--- src/rtl/ascm_pkg.sv ---
// Shared types, widths and constants of the axial symmetry class mapper.
package ascm_pkg;

  // Fixed field widths
  localparam int unsigned IDX_W      = 6;
  localparam int unsigned CNT_CFG_W  = 7;
  localparam int unsigned SPACING_W  = 16;
  localparam int unsigned MAG_W      = 7;
  localparam int unsigned PROD_W     = SPACING_W + MAG_W;
  localparam int unsigned SQR_W      = 2 * PROD_W;
  localparam int unsigned CITY_W     = 24;
  localparam int unsigned RAD_W      = 45;
  localparam int unsigned PLANE_W    = 12;
  localparam int unsigned VOL_W      = 18;
  localparam int unsigned CLASS_W    = 11;
  localparam int unsigned COUNT_W    = 12;
  localparam int unsigned MAX_CLASSES = 2048;

  // Configuration port
  localparam int unsigned CFG_IDX_W  = 3;
  localparam int unsigned CFG_DATA_W = 16;

  // Stream payload widths
  localparam int unsigned S_TDATA_W  = 24;
  localparam int unsigned S_TUSER_W  = 1;
  localparam int unsigned M_TDATA_W  = 56;
  localparam int unsigned M_TUSER_W  = 2;

  // Output tdata bit positions
  localparam int unsigned M_CLASS_LSB = 0;
  localparam int unsigned M_PLANE_LSB = M_CLASS_LSB + CLASS_W;
  localparam int unsigned M_VOL_LSB   = M_PLANE_LSB + PLANE_W;
  localparam int unsigned M_COUNT_LSB = M_VOL_LSB + VOL_W;
  localparam int unsigned M_USED_W    = M_COUNT_LSB + COUNT_W;

  typedef enum logic [CFG_IDX_W-1:0] {
    CFG_GRID_X    = 3'd0,
    CFG_GRID_Y    = 3'd1,
    CFG_GRID_Z    = 3'd2,
    CFG_SPACING_X = 3'd3,
    CFG_SPACING_Y = 3'd4
  } cfg_idx_e;

  typedef struct packed {
    logic [CNT_CFG_W-1:0] grid_x_count;
    logic [CNT_CFG_W-1:0] grid_y_count;
    logic [CNT_CFG_W-1:0] grid_z_count;
    logic [SPACING_W-1:0] spacing_x;
    logic [SPACING_W-1:0] spacing_y;
  } cfg_t;

  // One stored class
  typedef struct packed {
    logic [CITY_W-1:0]  city;
    logic [RAD_W-1:0]   rad;
    logic [PLANE_W-1:0] plane;
  } class_entry_t;

  typedef enum logic [2:0] {
    ST_IDLE,
    ST_KEY_MUL,
    ST_KEY_SQR,
    ST_KEY_SUM,
    ST_SCAN,
    ST_RESOLVE,
    ST_VOL,
    ST_EMIT
  } fsm_state_e;

  // Controller to datapath
  typedef struct packed {
    logic load;
    logic key_mul;
    logic key_sqr;
    logic scan_init;
    logic scan;
    logic resolve;
    logic vol;
    logic emit;
  } ctrl_cmd_t;

  // Datapath to controller
  typedef struct packed {
    logic scan_done;
    logic out_free;
  } dp_status_t;

endpackage

--- src/rtl/ascm_ctrl.sv ---
// Sequencing state machine of the axial symmetry class mapper.
module ascm_ctrl (
  input  logic                clk_i,
  input  logic                rst_ni,
  input  logic                s_tvalid_i,
  output logic                s_tready_o,
  input  ascm_pkg::dp_status_t sts_i,
  output ascm_pkg::ctrl_cmd_t  cmd_o
);
  import ascm_pkg::*;

  fsm_state_e state_q, state_d;

  // State register
  always_ff @(posedge clk_i or negedge rst_ni) begin
    if (!rst_ni) begin
      state_q <= ST_IDLE;
    end else begin
      state_q <= state_d;
    end
  end

  // Next state and commands
  always_comb begin
    state_d    = state_q;
    cmd_o      = '0;
    s_tready_o = 1'b0;
    case (state_q)
      ST_IDLE: begin
        s_tready_o = 1'b1;
        if (s_tvalid_i) begin
          cmd_o.load = 1'b1;
          state_d    = ST_KEY_MUL;
        end
      end
      ST_KEY_MUL: begin
        cmd_o.key_mul = 1'b1;
        state_d       = ST_KEY_SQR;
      end
      ST_KEY_SQR: begin
        cmd_o.key_sqr = 1'b1;
        state_d       = ST_KEY_SUM;
      end
      ST_KEY_SUM: begin
        cmd_o.scan_init = 1'b1;
        state_d         = ST_SCAN;
      end
      ST_SCAN: begin
        cmd_o.scan = 1'b1;
        if (sts_i.scan_done) begin
          state_d = ST_RESOLVE;
        end
      end
      ST_RESOLVE: begin
        cmd_o.resolve = 1'b1;
        state_d       = ST_VOL;
      end
      ST_VOL: begin
        cmd_o.vol = 1'b1;
        state_d   = ST_EMIT;
      end
      ST_EMIT: begin
        // Hold until the output register can take the result
        if (sts_i.out_free) begin
          cmd_o.emit = 1'b1;
          state_d    = ST_IDLE;
        end
      end
      default: begin
        state_d = ST_IDLE;
      end
    endcase
  end

endmodule

--- config.mk ---
export PLATFORM = sky130hd
export DESIGN_NAME = ascm_ctrl
export DESIGN_NICKNAME = d
export VERILOG_FILES = /design/src/rtl/ascm_pkg.sv /design/src/rtl/ascm_ctrl.sv
export SDC_FILE = /design/constraint.sdc
export NUM_CORES = 1
export LEC_CHECK = 0
export BUFFER_PORTS_ARGS = -buffer_cell sky130_fd_sc_hd__buf_2
export CORE_AREA = 2 2 39 41
export CTS_BUF_LIST = sky130_fd_sc_hd__clkbuf_8
export DETAILED_ROUTE_END_ITERATION = 6
export DIE_AREA = 0 0 41 43
export GPL_TIMING_DRIVEN = 0
export PLACE_DENSITY = 0.33
export SYNTH_ARGS = -nofsm -noshare
export SYNTH_HDL_FRONTEND = slang
export SYNTH_SLANG_ARGS = --single-unit
export TNS_END_PERCENT = 1
--- constraint.sdc ---
create_clock -name clk_i -period 2.85 [get_ports clk_i]
set_input_delay 0.57 -clock clk_i [delete_from_list [all_inputs] [get_ports clk_i]]
set_output_delay 0.57 -clock clk_i [all_outputs]
set_load 0.02 [all_outputs]
==> results by group <==
Status
  – Status: completed

STA
  – Rel. slew slack: 84.3%
  – Min Clock Period, post-route: 1760 ps
  – Least-Margin Pin Slew: 236 ps
  – Setup TNS: 0 ps
  – Final setup vio count: 0
  – Worst Hold Slack: 142 ps
  – Fmax: 567 MHz
  – Worst Skew: 0.849 ps
  – Post-route clock period utilization: 61.8%
  – RSZ-0062 raised after global routing: false
  – Setup ws final: 1090 ps
  – Final slew viol count: 0
  – Hold Vio Cnt, Final: 0

Global routing
  – Total track usage: 7.55%
  – Global-route wire length before repair: 828 µm
  – Largest net degree at the start of global routing: 11
  – Congestion Overflow GR: 0
  – Initial antenna violation count: 0
  – Vias in the first global route: 221

Detailed routing
  – Drt drc: 0
  – DRT Pass-1 Iters: 2
  – WL/cell: 9.56 µm
  – Routed vias: 225
  – Iteration-0 DRC Markers: 1
  – Detailed Route WL: 545 µm
  – Average vias per placed instance: 3.95
  – Post-DRT Antenna Nets: 0

Power and ir drop
  – Overall power: 0.000424 W
  – P per Cell Area: 1290 nW/µm²
  – Leak pwr: 0.179 nW
  – Worst vdd ir: 391 µV

Synthesis
  – Top-area cell type share of the netlist area: 38.0%
  – Post-Synthesis Net Count: 29
  – Post-synthesis simple-gate area fraction: 39.2%
  – Register area share after synthesis: 38.0%
  – Synth area leader: dfrtp_1
  – Largest family of logic cells by synthesized area: simple AND/OR/NAND/NOR gates
  – Post-synthesis cell count: 24
  – Adder-Cell Fraction of Synth Area: 0%
  – Avg Inst Size Synth: 8.24 µm²
  – Post-Synth XOR/XNOR Area: 0%
  – Post-synthesis register bit count: 3
  – Mapped cell area: 198 µm²
  – Top post-synthesis cells by area: dfrtp_1 (38%), nor3_4 (8.2%), a21oi_1 (7.6%), nor3_1 (7.6%), and3_1 (6.3%)
  – Multiplexer share of the synthesized area: 0%
  – Synth unique cells: 13
  – Ys Warns: 0
  – Synth Area in Compound Gates: 14.6%

Layout
  – Ratio of cells with drive above 1 in the final layout: 56.1%
  – Most flop-heavy register: state_q
  – Diode count: 0
  – Most common cell after layout, fill and taps aside: buf_2
  – Final #Nets: 47
  – FILL cells: 160
  – Largest registers: state_q (3)
  – Non-filler cells, final: 57
  – Max FFs per register: 3
  – Area grow syn2layout: 65.8%

Die
  – Core box area: 1380 µm²
  – Starting Density: 14.3%
  – Die area: 1760 µm²
  – Die width: 41 µm
  – Die height: 43 µm
  – Top Ports: 14
  – Std cell rows: 14

Clocking
  – CTS tree: yes
  – Reg clk slew, reported paths: 30 ps
  – Clock sinks: 3
  – Maximum clock insertion buffer count: 2
  – H-tree level count: 1
  – # Post-CTS Setup Buffers: 0
  – Clk_lat worst skew: 210 ps
  – Post-CTS resize count: 0
  – Hold Buf Count CTS: 0
  – CTS Buf Count: 3
  – Clock root cell: clkbuf_8

Setup path
  – Crit path DAT: 1190 ps
  – Crit Path Max Fanout: 10
  – CP Capture Type: primary output
  – CP Class: reg -> out
  – Critical Path RT: 2280 ps
  – Worst setup SP type: flop

Flow run
  – Max-cap viol count: 0

Placed design
  – Gpl congestion: 0.624
  – DP HPWL: 425 µm
  – Dpl cells: 53
  – IO Port Bufs: 13
  – Placement Setup Slack: 1240 ps

Hold path
  – Type of the worst min-delay path: in -> async
-- per-stage QoR --
step,area [µm²],util (%)
final,328,23.7
after global routing,328,23.7
after CTS,328,23.7
after detailed placement,283,20.4
after global placement,283,20.4
after floorplan,198,-
-- metal layers --
layer  track usage (%)  up-vias  wire (µm)
li1                  -      117          -
met1              8.12       93        237
met2              10.0       13        227
met3              1.57        2         66
met4              10.0        0         14
met5                 0        -          0
-- worst max-delay path, cell delays in order, from the launching register on --
cell	delay, ps
dfrtp_1	340
buf_2	170
nor3_2	180
and2_1	140
buf_2	150
-- final timing paths --
check,startpoint,endpoint,slack (ps),cells after the start
worst max register to register,state_q[2]$_DFFE_PN0P_,state_q[0]$_DFFE_PN0P_,1900,3
worst min-delay path,rst_ni,state_q[2]$_DFFE_PN0P_,140,1
worst max-delay path,state_q[1]$_DFFE_PN0P_,cmd_o[7],1090,4
min in group clk_i,state_q[0]$_DFFE_PN0P_,state_q[0]$_DFFE_PN0P_,630,1
max in group asynchronous,rst_ni,state_q[1]$_DFFE_PN0P_,2600,1
worst min register to register,state_q[0]$_DFFE_PN0P_,state_q[0]$_DFFE_PN0P_,630,1
-- power by group --
part	switching, W	internal (W)
logic	0.000141	0.0000717
registers	0.0000276	0.0000636
clock network	0.0000281	0.0000917
total	0.000197	0.000227
-- cells in the mapped netlist --
master	count
a21oi_1	3
dfrtp_1	3
inv_2	3
nor2_1	3
nor3_1	3
and3_1	2
a22oi_1	1
and2_1	1
buf_2	1
nand2_2	1
nor3_2	1
nor3_4	1
o22ai_1	1
-- logic make-up (layout without fill, tap and decap cells) --
| group | Yosys count | after routing |
|---|---|---|
| DFF | 3 | 3 |
| buffers and inverters | 4 | 21 |
| and+or+nand+nor | 12 | 12 |
| AOI/OAI and AO/OA | 5 | 5 |
-- cell type report --
cell class,instances,area [µm²],area share (%)
timing repair buffer,13,65.1,19.8
sequential,3,75.1,22.9
inverter,3,11.3,3.44
tap,16,20.0,6.11
clock inverter,1,3.75,1.15
buffer,1,5.00,1.53
multi-input combinational,17,106,32.4
clock buffer,3,41.3,12.6
(Power assumes the default switching activity.)
